==> src/design/kmq_pkg.sv <==
// Shared types and codes for the keyed message queue.
package kmq_pkg;

  // Width of the fill counter and of the capacity register
  localparam int unsigned CNT_W = 7;

  // Operation codes carried in the mode field
  localparam logic [2:0] MODE_SEND  = 3'd0;
  localparam logic [2:0] MODE_RECV  = 3'd1;
  localparam logic [2:0] MODE_REPL  = 3'd2;
  localparam logic [2:0] MODE_FIND  = 3'd3;
  localparam logic [2:0] MODE_CLEAR = 3'd4;

  // Status codes of a result
  localparam logic [2:0] ST_ADDED    = 3'd0;
  localparam logic [2:0] ST_FULL     = 3'd1;
  localparam logic [2:0] ST_REPLACED = 3'd2;
  localparam logic [2:0] ST_RETURNED = 3'd3;
  localparam logic [2:0] ST_NONE     = 3'd4;

  // Capacity register value after reset
  localparam logic [CNT_W-1:0] CAP_RESET = 7'd64;

  typedef struct packed {
    logic [2:0]  mode;
    logic [15:0] task_handle;
    logic [31:0] cmd_key;
    logic [15:0] msg_id;
  } in_item_t;

  typedef struct packed {
    logic [2:0]       status;
    logic [15:0]      handle_out;
    logic [CNT_W-1:0] fill_count;
    logic             is_empty;
    logic             is_full;
  } out_item_t;

  // One stored queue entry
  typedef struct packed {
    logic [15:0] handle;
    logic [31:0] key;
    logic [15:0] id;
  } entry_t;

  // Per-cell control from the sequencer
  typedef struct packed {
    logic probe;    // compare the cell against the pending item
    logic use_key;  // compare command key (else message id)
    logic occ;      // cell holds a live entry
    logic load;     // take the pending item
    logic shift;    // take the upper neighbor's entry
    logic sel;      // drive this cell's handle onto the result bus
  } cell_ctl_t;

endpackage

==> src/design/kmq_cell.sv <==
// One queue slot: holds an entry, compares it, and shifts from its upper neighbor.
module kmq_cell (
  input  logic              clk_i,
  input  kmq_pkg::cell_ctl_t ctl_i,
  input  kmq_pkg::entry_t   item_i,
  input  kmq_pkg::entry_t   next_i,
  output kmq_pkg::entry_t   entry_o,
  output logic              hit_o,
  output logic [15:0]       handle_o
);

  kmq_pkg::entry_t entry_q;
  logic            hit_q;
  logic            hit_d;

  // Load a new item or take the neighbor's entry when the chain closes a gap
  always_ff @(posedge clk_i) begin
    if (ctl_i.load) begin
      entry_q <= item_i;
    end else if (ctl_i.shift) begin
      entry_q <= next_i;
    end
  end

  // Compare against the pending item
  always_comb begin
    if (ctl_i.use_key) begin
      hit_d = ctl_i.occ && (entry_q.key == item_i.key);
    end else begin
      hit_d = ctl_i.occ && (entry_q.id == item_i.id);
    end
  end

  // Hold the match flag for the update cycle
  always_ff @(posedge clk_i) begin
    if (ctl_i.probe) begin
      hit_q <= hit_d;
    end
  end

  assign entry_o  = entry_q;
  assign hit_o    = hit_q;
  assign handle_o = ctl_i.sel ? entry_q.handle : 16'd0;

endmodule

==> config.mk <==
export PLATFORM = sky130hd
export DESIGN_NAME = kmq_cell
export DESIGN_NICKNAME = d
export VERILOG_FILES = /design/src/design/kmq_pkg.sv /design/src/design/kmq_cell.sv
export SDC_FILE = /design/constraint.sdc
export NUM_CORES = 1
export LEC_CHECK = 0
export BUFFER_PORTS_ARGS = -buffer_cell sky130_fd_sc_hd__clkbuf_2
export CORE_ASPECT_RATIO = 0.6
export CORE_UTILIZATION = 46
export CTS_CLUSTER_DIAMETER = 40
export DETAILED_ROUTE_END_ITERATION = 10
export HOLD_SLACK_MARGIN = 0.06
export PLACE_DENSITY = 0.91
export RECOVER_POWER = 25
export SLEW_MARGIN = 10
export SYNTH_ARGS = -nofsm -noshare
export SYNTH_HDL_FRONTEND = slang
export SYNTH_SLANG_ARGS = --single-unit
==> constraint.sdc <==
create_clock -name clk_i -period 4.48 [get_ports clk_i]
set_input_delay 0.672 -clock clk_i [delete_from_list [all_inputs] [get_ports clk_i]]
set_output_delay 0.672 -clock clk_i [all_outputs]
set_load 0.02 [all_outputs]
Word level (Yosys, flattened, before mapping) --
Cells that the tools add are included. W data, S select, Z words.
Word-level totals: bits in registers 65, input bits 135, logic and storage cells 13, output and inout port bits 81
Cells by class: equality and inequality tests 2, mux-type cells 4, reduce and logical (&&, ||, !) cells 3
Operator list (count):
- $mux W64 | 2
- $eq A32 B32 Y1 | 1
- $eq A16 B16 Y1 | 1
- $mux W16 | 1
- $logic_and A1 B1 Y1 | 2
- $reduce_bool A2 Y1 | 1
- $mux W1 | 1

Logic depth before layout (Yosys ltp) --
Gate-level depths: netlist (run 1).
depth in word-level cells 3, gate-level depth with buffers 5, mapped depth without buffers 5

Worst setup path after synthesis (run 1) --
Ideal clock, no wire load.
path type input port to flip-flop, from input ctl_i[2] in the netlist's numbering, to register entry_q (netlist bit entry_o[0]), enable pin, path slack 1867 ps, data required time 4086 ps, arrival time 2219 ps, stages on the path 3, path through clkbuf_1 -> clkbuf_1 -> or2_2
Between the ends: longest elaborated chain between the ends 1
Ends and longest elaborated chain:
- start: declaration | RTL line kmq_cell.sv:4 | input kmq_pkg::cell_ctl_t ctl_i,
- $reduce_bool A2 Y1 (no line)
- end signal: assignment | RTL line kmq_cell.sv:19 | entry_q <= item_i;
- end signal: assignment | RTL line kmq_cell.sv:21 | entry_q <= next_i;
- end: declaration | RTL line kmq_cell.sv:12 | kmq_pkg::entry_t entry_q;
No other way between the ends. A chain may end at the register's enable or synchronous reset.

Worst setup path after layout (run 1) --
from input item_i[39] in the netlist's numbering, to register hit_q (netlist: hit_o), data pin
Between the ends: longest elaborated chain between the ends 3
Ends and longest elaborated chain:
- start: declaration | RTL line kmq_cell.sv:5 | input kmq_pkg::entry_t item_i,
- $eq A32 B32 Y1 | RTL line kmq_cell.sv:28 | hit_d = ctl_i.occ && (entry_q.key == item_i.key);
- $logic_and A1 B1 Y1 | RTL line kmq_cell.sv:28
- $mux W1 | RTL line kmq_cell.sv:27 | if (ctl_i.use_key) begin
- net hit_d | RTL line kmq_cell.sv:14 | logic hit_d;
- end signal: assignment | RTL line kmq_cell.sv:37 | hit_q <= hit_d;
- end: declaration | RTL line kmq_cell.sv:13 | logic hit_q;
The timed path passes the listed nets, and every way through them passes these cells.

==> results of run 1 <==
## final cells by class
| cell class | instances | area, sq um |
|---|---|---|
| repair buffers | 217 | 1060 |
| clock inverters | 6 | 58.8 |
| well taps | 87 | 109 |
| multi-input cells | 147 | 1360 |
| clock buffers | 10 | 229 |
| fillers | 506 | 2080 |
| flip-flops and latches | 65 | 1950 |
## cells in the mapped netlist
cell type,number
and2_1,16
mux2_2,64
clkbuf_1,7
o22ai_1,1
edfxtp_1,65
or2_2,1
nor4_1,7
xnor2_1,19
nand4_1,5
buf_2,1
nor4b_1,1
or4_1,1
nand3_1,3
xor2_1,29
## routing by layer
metal,routed length [um],track usage (%),vias to the layer above
li1,-,-,1263
met1,3390,25.8,1208
met2,4270,39.1,121
met3,681,6.64,7
met4,57,6.50,0
met5,0,0,-
## flip-flops by register name, summed over array words and instances (netlist names)
signal / count
entry_o: 64
hit_o: 1
## where the power goes
part / switching [mW] / total [mW] / internal, mW
sequential: 0.0430 / 0.794 / 0.751
combinational: 0.216 / 0.385 / 0.168
clock: 0.242 / 0.668 / 0.426
## per-stage QoR
step	util (%)	power, mW	setup slack [ps]
after CTS	70.1	1.87	2440
after global placement	65.9	1.18	2160
after global routing	69.7	1.93	2310
final	69.7	1.85	2410
after detailed placement	65.9	1.20	2130
after floorplan	-	1.03	1870
## path summary, 6_finish.rpt
check,from,endpoint,slack (ps),cells past startpoint
worst min register to register,entry_o[43]$_DFFE_PP_,hit_o$_DFFE_PP_,760,3
worst max register to register,entry_o[39]$_DFFE_PP_,hit_o$_DFFE_PP_,2470,5
worst max-delay path,item_i[39],hit_o$_DFFE_PP_,2410,6
worst min-delay path,ctl_i[5],hit_o$_DFFE_PP_,560,1
## cell families after synthesis
logic type / count (synthesis) / share of synthesized area (%)
flops: 65 / 58.4
mux: 64 / 21.6
xor+xnor: 48 / 12.6
simple gates: 34 / 6.36
buf+inv: 8 / 0.936
compound gates: 1 / 0.187
==> qor.yml, run 1 <==
run_status:
  status: "finished, violations left"
  violations: "DRC"
worst_setup_path:
  worstPathArrival_ps: 2230
  cpPeakStageDelay_ps: 540
  worst-path-buf-inv: 1
  path_delay_family: "simple AND/OR/NAND/NOR gates"
  cp_max_fo: 2
  path_class: "input port to flop"
  crit_required_ps: 4640
  crit_slowest_cell: "or4_1"
  crit_path_end_kind: "flop"
  path_cells: "clkbuf_2 -> xor2_1 -> nor4_1 -> nand4_1 -> or4_1 -> o22ai_1"
  worst_setup_path_start_kind: "input port"
global_routing:
  grt_overflow: 0
  grt_pass1_vias: 2492
  grt_max_degree: 65
  antenna_found_initial: 0
  grt_use_total_pct: 21.8
  grt_pass1_wl_um: 12300
drt:
  first_iter_violations: 105
  route.detailed.drc: 12
  vias_per_cell: 4.89
  first_pass_iters: 7
  routedWlPerCell_um: 15.8
  via_count: 2599
  antenna_left: 0
  drt-total-wl_um: 8400
pwr:
  p_per_area_nw_per_um2: 387
  power_leakage_nw: 2.11
  peakVddDrop_uv: 195
timing:
  relSlewSlack_pct: 44.6
  final-hold-violation-count: 0
  fin_crit_ps: 2070
  final_max_slew_viol_count: 0
  finalSetupViolations: 0
  finalSetupTns_ps: 0
  hold-worst-slack_ps: 558
  fmax_mhz: 483
  worstMarginPinSlew_ps: 831
  skew_ps: 7.78
  finalCritPeriodShare_pct: 46.2
  rsz0062_at_grt: "no"
synthesis:
  synth_seq_cells: 65
  yosysWarnings: 0
  syn_inst: 220
  synth_cell_types: 14
  syn_avg_cell_area_sq_um: 15.2
  netlist_top_cells_area: "edfxtp_1 (58%), mux2_2 (22%), xor2_1 (7.6%), xnor2_1 (5.0%), and2_1 (3.0%)"
  synth_area_leader_cell: "edfxtp_1"
  syn-num-nets: 355
  netlist_area_sq_um: 3340
  synth_sequential_area_ratio_pct: 58.4
  yosys.area.top_type_share_pct: 58.4
cts:
  numCtsBuffers: 9
  htreeDepth: 3
  hold_buffers: 0
  cts_setup_buffers: 0
  clk_pin_slew_worst_paths_ps: 50
  tritoncts: "done"
  clockBufferDepth: 2
  cts_root_buf: "clkbuf_16"
  cts_resized: 0
  cts_sinks: 65
  insertion_delay_ps: 320
hold_path:
  holdCritPathClass: "input port to flop"
floorplan:
  initial_utilization_pct: 48.8
  die_area_sq_um: 7620
  io_pins: 216
  coreArea_sq_um: 6850
  die_h_um: 68.0
  num_rows: 23
  die_w_um: 112
place:
  post-dp-hpwl_um: 6530
  port_buffers: 215
  dp_cells: 516
  post_dp_cell_area_sq_um: 4510
  place_congestion: 0.770
finish:
  layout-drive-gt1-share_pct: 61.8
  layout_commonest_cell: "clkbuf_2"
  diodes: 0
  nets: 575
  layout_common_cells: "clkbuf_2 (194), edfxtp_1 (65), mux2_2 (64), xor2_1 (29), clkbuf_1 (22)"
  fin_cells: 532
  syn_to_final_growth_pct: 42.8
  fin_area_sq_um: 4770
job:
  cap_violations: 0
Note: power is estimated with default switching activity, not from simulation.
==> run 2: changes to the inputs <==
Settings changed: CORE_UTILIZATION 46 to 39, PLACE_DENSITY 0.91 to 0.83.
Clock period 4.48 ns to 1.7 ns, I/O delays scaled along.
==> qor.yml, run 2 (synthesized netlist as in run 1, its figures left out) <==
pwr:
  p_sw_share_pct: 27.9
  power_leakage_nw: 2.22
  internal_power_mw: 3.44
  seq_power_share_pct: 43.9
  peakVddDrop_uv: 570
  power.switching_mw: 1.33
  p_per_area_nw_per_um2: 975
  power_frac_clock_pct: 33.8
  pwr-share-comb_pct: 22.3
cts:
  cts_setup_buffers: 0
  cts_root_buf: "clkbuf_16"
  tritoncts: "done"
  clk_pin_slew_worst_paths_ps: 50
  hold_buffers: 0
  numCtsBuffers: 9
  clockBufferDepth: 2
  insertion_delay_ps: 320
  cts_sinks: 65
  htreeDepth: 3
floorplan:
  die_area_sq_um: 8960
  die_w_um: 122
  coreArea_sq_um: 8100
  initial_utilization_pct: 41.3
  die_h_um: 73.7
  num_rows: 25
  io_pins: 216
worst_setup_path:
  crit_path_end_kind: "flop"
  path_delay_family: "simple AND/OR/NAND/NOR gates"
  path_class: "flop to flop"
  crit_slowest_cell: "edfxtp_1"
  worst_setup_path_start_kind: "flop"
  crit_required_ps: 1870
  worstPathArrival_ps: 2010
  path_cells: "xor2_1 -> nor4_1 -> nand4_1 -> or4_1 -> o22ai_1"
  cpPeakStageDelay_ps: 420
  worst-path-buf-inv: 0
  cp_max_fo: 2
drt:
  route.detailed.drc: 0
  first_iter_violations: 72
  dr_wl_met2_um: 4620
  antenna_left: 0
  drt-total-wl_um: 8910
  first_pass_iters: 4
  wl_met1_um: 3450
  vias_per_cell: 4.70
  routedWlPerCell_um: 15.8
  met3WireLength_um: 767
  topRoutingLayerUsed: "met4"
  via_count: 2651
timing:
  fin_crit_ps: 1840
  skew_ps: 5.46
  hold-worst-slack_ps: 130
  finalSetupViolations: 1
  rsz0062_at_grt: "yes"
  fmax_mhz: 545
  final-hold-violation-count: 0
  relSlewSlack_pct: 53.3
  finalCritPeriodShare_pct: 108
  worstMarginPinSlew_ps: 701
  final_max_slew_viol_count: 0
  fin_ws_ps: -136
hold_path:
  holdCritPathClass: "input port to flop"
finish:
  nets: 586
  utilization_pct: 60.4
  layout_commonest_cell: "clkbuf_2"
  layout_common_cells: "clkbuf_2 (215), edfxtp_1 (65), mux2_2 (64), xor2_1 (29), xnor2_1 (19)"
  diodes: 0
  largest_register_ffs: 64
  fin_cells: 564
  fin_area_sq_um: 4890
  layout-drive-gt1-share_pct: 66.9
  syn_to_final_growth_pct: 46.3
run_status:
  status: "finished, violations left"
  violations: "setup timing"
global_routing:
  grt_pass1_vias: 2701
  grt_max_degree: 39
  grt_use_total_pct: 20.3
  grt_pass1_wl_um: 13300
  grt_overflow: 0
  antenna_found_initial: 0
place:
  port_buffers: 215
  dp_cells: 548
  post_dp_cell_area_sq_um: 4660
  place_congestion: 0.804
  post-dp-hpwl_um: 7200
job:
  cap_violations: 0
run 2: metrics by stage:
stage / TNS [ps] / setup WS, ps / total power [mW]
final: -136 / -136 / 4.77
after global routing: -239 / -239 / 4.98
after CTS: -210 / -210 / 4.83
after detailed placement: -189 / -189 / 3.20
after global placement: -121 / -121 / 3.17
after floorplan: -116 / -116 / 2.70
run 2: per-layer routing:
| metal | vias up | global-route usage [%] |
|---|---|---|
| met5 | - | 0 |
| met3 | 9 | 7.76 |
| met1 | 1239 | 22.1 |
| li1 | 1285 | - |
| met4 | 0 | 6.31 |
| met2 | 118 | 36.8 |
run 2: final timing paths:
kind                         startpoint               to  slack, ps  depth (start not counted)
hold / removal                 ctl_i[5]  hit_o$_DFFE_PP_        130                          1
setup reg to reg  entry_o[39]$_DFFE_PP_  hit_o$_DFFE_PP_       -140                          5
setup / recovery  entry_o[39]$_DFFE_PP_  hit_o$_DFFE_PP_       -140                          5
hold reg to reg   entry_o[36]$_DFFE_PP_  hit_o$_DFFE_PP_        750                          3
run 2: final cells by class:
class | count | area [sq um]
multi-input cells | 147 | 1370
flip-flops and latches | 65 | 1950
fillers | 648 | 3210
well taps | 108 | 135
clock inverters | 4 | 20.0
clock buffers | 12 | 236
repair buffers | 228 | 1180
run 2: power groups by stage:
| stage | combinational [mW] | sequential (mW) | clock [mW] |
|---|---|---|---|
| after global routing | 1.15 | 2.11 | 1.71 |
| after detailed placement | 1.08 | 2.12 | 0 |
| final | 1.06 | 2.09 | 1.61 |
| after CTS | 1.09 | 2.09 | 1.65 |
| after floorplan | 0.374 | 2.33 | 0 |
| after global placement | 1.06 | 2.11 | 0 |
run 2: worst reg2reg max path: stages (launching register included):
cell and delay [ps]:
edfxtp_1 420, xor2_1 160, nor4_1 400, nand4_1 150
or4_1 410, o22ai_1 150
run 2: what timing repair did:
action,in CTS,in global routing
pin swaps,2,0
resized for setup,0,1
endpoints found under the setup margin,1,1
==> run 3: changes to the inputs <==
Settings changed: ABC_AREA set to 1, CORE_UTILIZATION 39 to 40, PLACE_DENSITY 0.83 to 0.82, SKIP_LAST_GASP set to 1, SLEW_MARGIN 10 to not set.
==> qor.yml, run 3 <==
floorplan:
  coreArea_sq_um: 8780
  io_pins: 216
  die_h_um: 76.9
  die_area_sq_um: 9750
  die_w_um: 127
  initial_utilization_pct: 42.6
  num_rows: 26
drt:
  via_count: 3796
  first_pass_iters: 4
  route.detailed.drc: 0
  drt-total-wl_um: 10300
  first_iter_violations: 155
  antenna_left: 0
  routedWlPerCell_um: 12.3
  vias_per_cell: 4.55
cts:
  insertion_delay_ps: 320
  clk_pin_slew_worst_paths_ps: 60
  cts_setup_buffers: 0
  hold_buffers: 0
  cts_root_buf: "clkbuf_16"
  numCtsBuffers: 9
  tritoncts: "done"
  clockBufferDepth: 2
  cts_sinks: 65
  cts_resized: 0
  htreeDepth: 3
pwr:
  pwr-share-comb_pct: 22.4
  power_frac_clock_pct: 34.0
  p_per_area_nw_per_um2: 936
  power_leakage_nw: 3.04
  power.switching_mw: 1.48
  internal_power_mw: 3.36
  seq_power_share_pct: 43.6
  peakVddDrop_uv: 450
  p_sw_share_pct: 30.6
  p_total_mw: 4.84
synthesis:
  synth_seq_cells: 65
  syn_inst: 502
  synth_sequential_area_ratio_pct: 52.2
  post-synth-top-count-cell: "nand2_1"
  yosys.area.top_type_share_pct: 52.2
  yosysWarnings: 0
  syn_avg_cell_area_sq_um: 7.45
  netlist_top_cells_count: "nand2_1 (257), inv_1 (81), edfxtp_1 (65), nor2_1 (33), o21ai_0 (32)"
  synth_area_leader_cell: "edfxtp_1"
  synth_ff_type: "edfxtp_1"
  synth_cell_types: 11
  netlist_top_cells_area: "edfxtp_1 (52%), nand2_1 (26%), inv_1 (8.1%), o21ai_0 (4.3%), xor2_1 (3.7%)"
  synth_edf_count: 65
  netlist_area_sq_um: 3740
  synth-async-reset-ratio_pct: 0
  syn-num-nets: 637
worst_setup_path:
  worst_setup_path_start_kind: "flop"
  crit_required_ps: 1880
  cp_max_fo: 3
  worstPathArrival_ps: 1670
  path_class: "flop to flop"
  reg2reg_setup_slack_ps: 210
  crit_path_end_kind: "flop"
timing:
  finalCritPeriodShare_pct: 87.7
  finalSetupTns_ps: 0
  fin_ws_ps: 209
  skew_ps: 5.97
  final_max_slew_viol_count: 0
  fmax_mhz: 671
  worstMarginPinSlew_ps: 963
  final-hold-violation-count: 0
  rsz0062_at_grt: "no"
  finalSetupViolations: 0
  fin_crit_ps: 1490
  relSlewSlack_pct: 35.8
finish:
  ff_latch_area_sq_um: 1950
  nets: 852
  layout_common_cells: "nand2_1 (257), clkbuf_2 (216), inv_1 (82), edfxtp_1 (65), nor2_1 (33)"
  multi_input_area_sq_um: 1400
  layout_commonest_cell: "nand2_1"
  largest_register_ffs: 64
  layout-drive-gt1-share_pct: 32.5
  syn_to_final_growth_pct: 38.3
  fillers: 828
  diodes: 0
global_routing:
  grt_pass1_wl_um: 16700
  antenna_found_initial: 0
  grt_use_met1_pct: 26.8
  grt_overflow: 0
  grt_pass1_vias: 3566
  grt_util_met3_pct: 6.28
  grtUsageMet2_pct: 38.4
  grt_busiest_layer: "met2"
  grt_max_degree: 57
  grt_use_total_pct: 22.0
place:
  place_congestion: 0.795
  post-dp-hpwl_um: 8210
  port_buffers: 215
  dp_slack_ps: 204
run_status:
  status: "finished, final reports clean"
job:
  cap_violations: 0
hold_path:
  holdCritPathClass: "input port to flop"
## run 3: area by class of cell
| cell class | count | share of cell area [%] |
|---|---|---|
| sequential | 65 | 37.7 |
| multi-input combinational | 339 | 27.0 |
| timing repair buffer | 220 | 21.3 |
| inverter | 82 | 5.95 |
| clock buffer | 9 | 4.36 |
| tap | 112 | 2.71 |
| clock inverter | 7 | 0.919 |
## run 3: kinds of logic after synthesis
| family | count (synthesis) | synth area share [%] |
|---|---|---|
| AOI/OAI and AO/OA | 32 | 4.28 |
| xor gates and xnor gates | 16 | 3.75 |
| buffers and inverters | 98 | 10.5 |
| DFF | 65 | 52.2 |
| and+or+nand+nor | 291 | 29.3 |
## run 3: final timing paths
check	to	startpoint	cells after the start
worst max-delay path	hit_o$_DFFE_PP_	entry_o[41]$_DFFE_PP_	9
worst min-delay path	entry_o[53]$_DFFE_PP_	next_i[53]	3
worst max register to register	hit_o$_DFFE_PP_	entry_o[41]$_DFFE_PP_	9
worst min register to register	hit_o$_DFFE_PP_	entry_o[27]$_DFFE_PP_	9
## run 3: critical path, cell delays in order (launching register included)
cell,delay (ps)
edfxtp_1,420
nand2_1,90
nand2_1,60
nor2_1,100
nand2_1,70
nor2_1,250
nand2_1,90
nor2_1,120
nor2_1,50
nor2_1,90
## run 3: through the flow
step	instance area (sq um)	instances	util [%]	hold slack, ps
floorplan	3740	502	-	367
global placement	4920	818	56.0	475
detailed placement	4920	818	56.0	490
CTS	5190	834	59.1	154
global route	5170	834	58.9	181
finish	5170	834	58.9	203
## run 3: power by group through the flow
stage	Clock (mW)	Combinational [mW]	Sequential [mW]
floorplan	0	0.425	2.34
global placement	0	1.07	2.12
detailed placement	0	1.10	2.14
CTS	1.69	1.10	2.11
global route	1.78	1.21	2.13
finish	1.65	1.09	2.11
## run 3: metal layers
layer	vias to the layer above	routed length, um
met5	-	0
met4	0	100
met3	11	802
met2	161	4940
met1	1680	4420
li1	1944	-
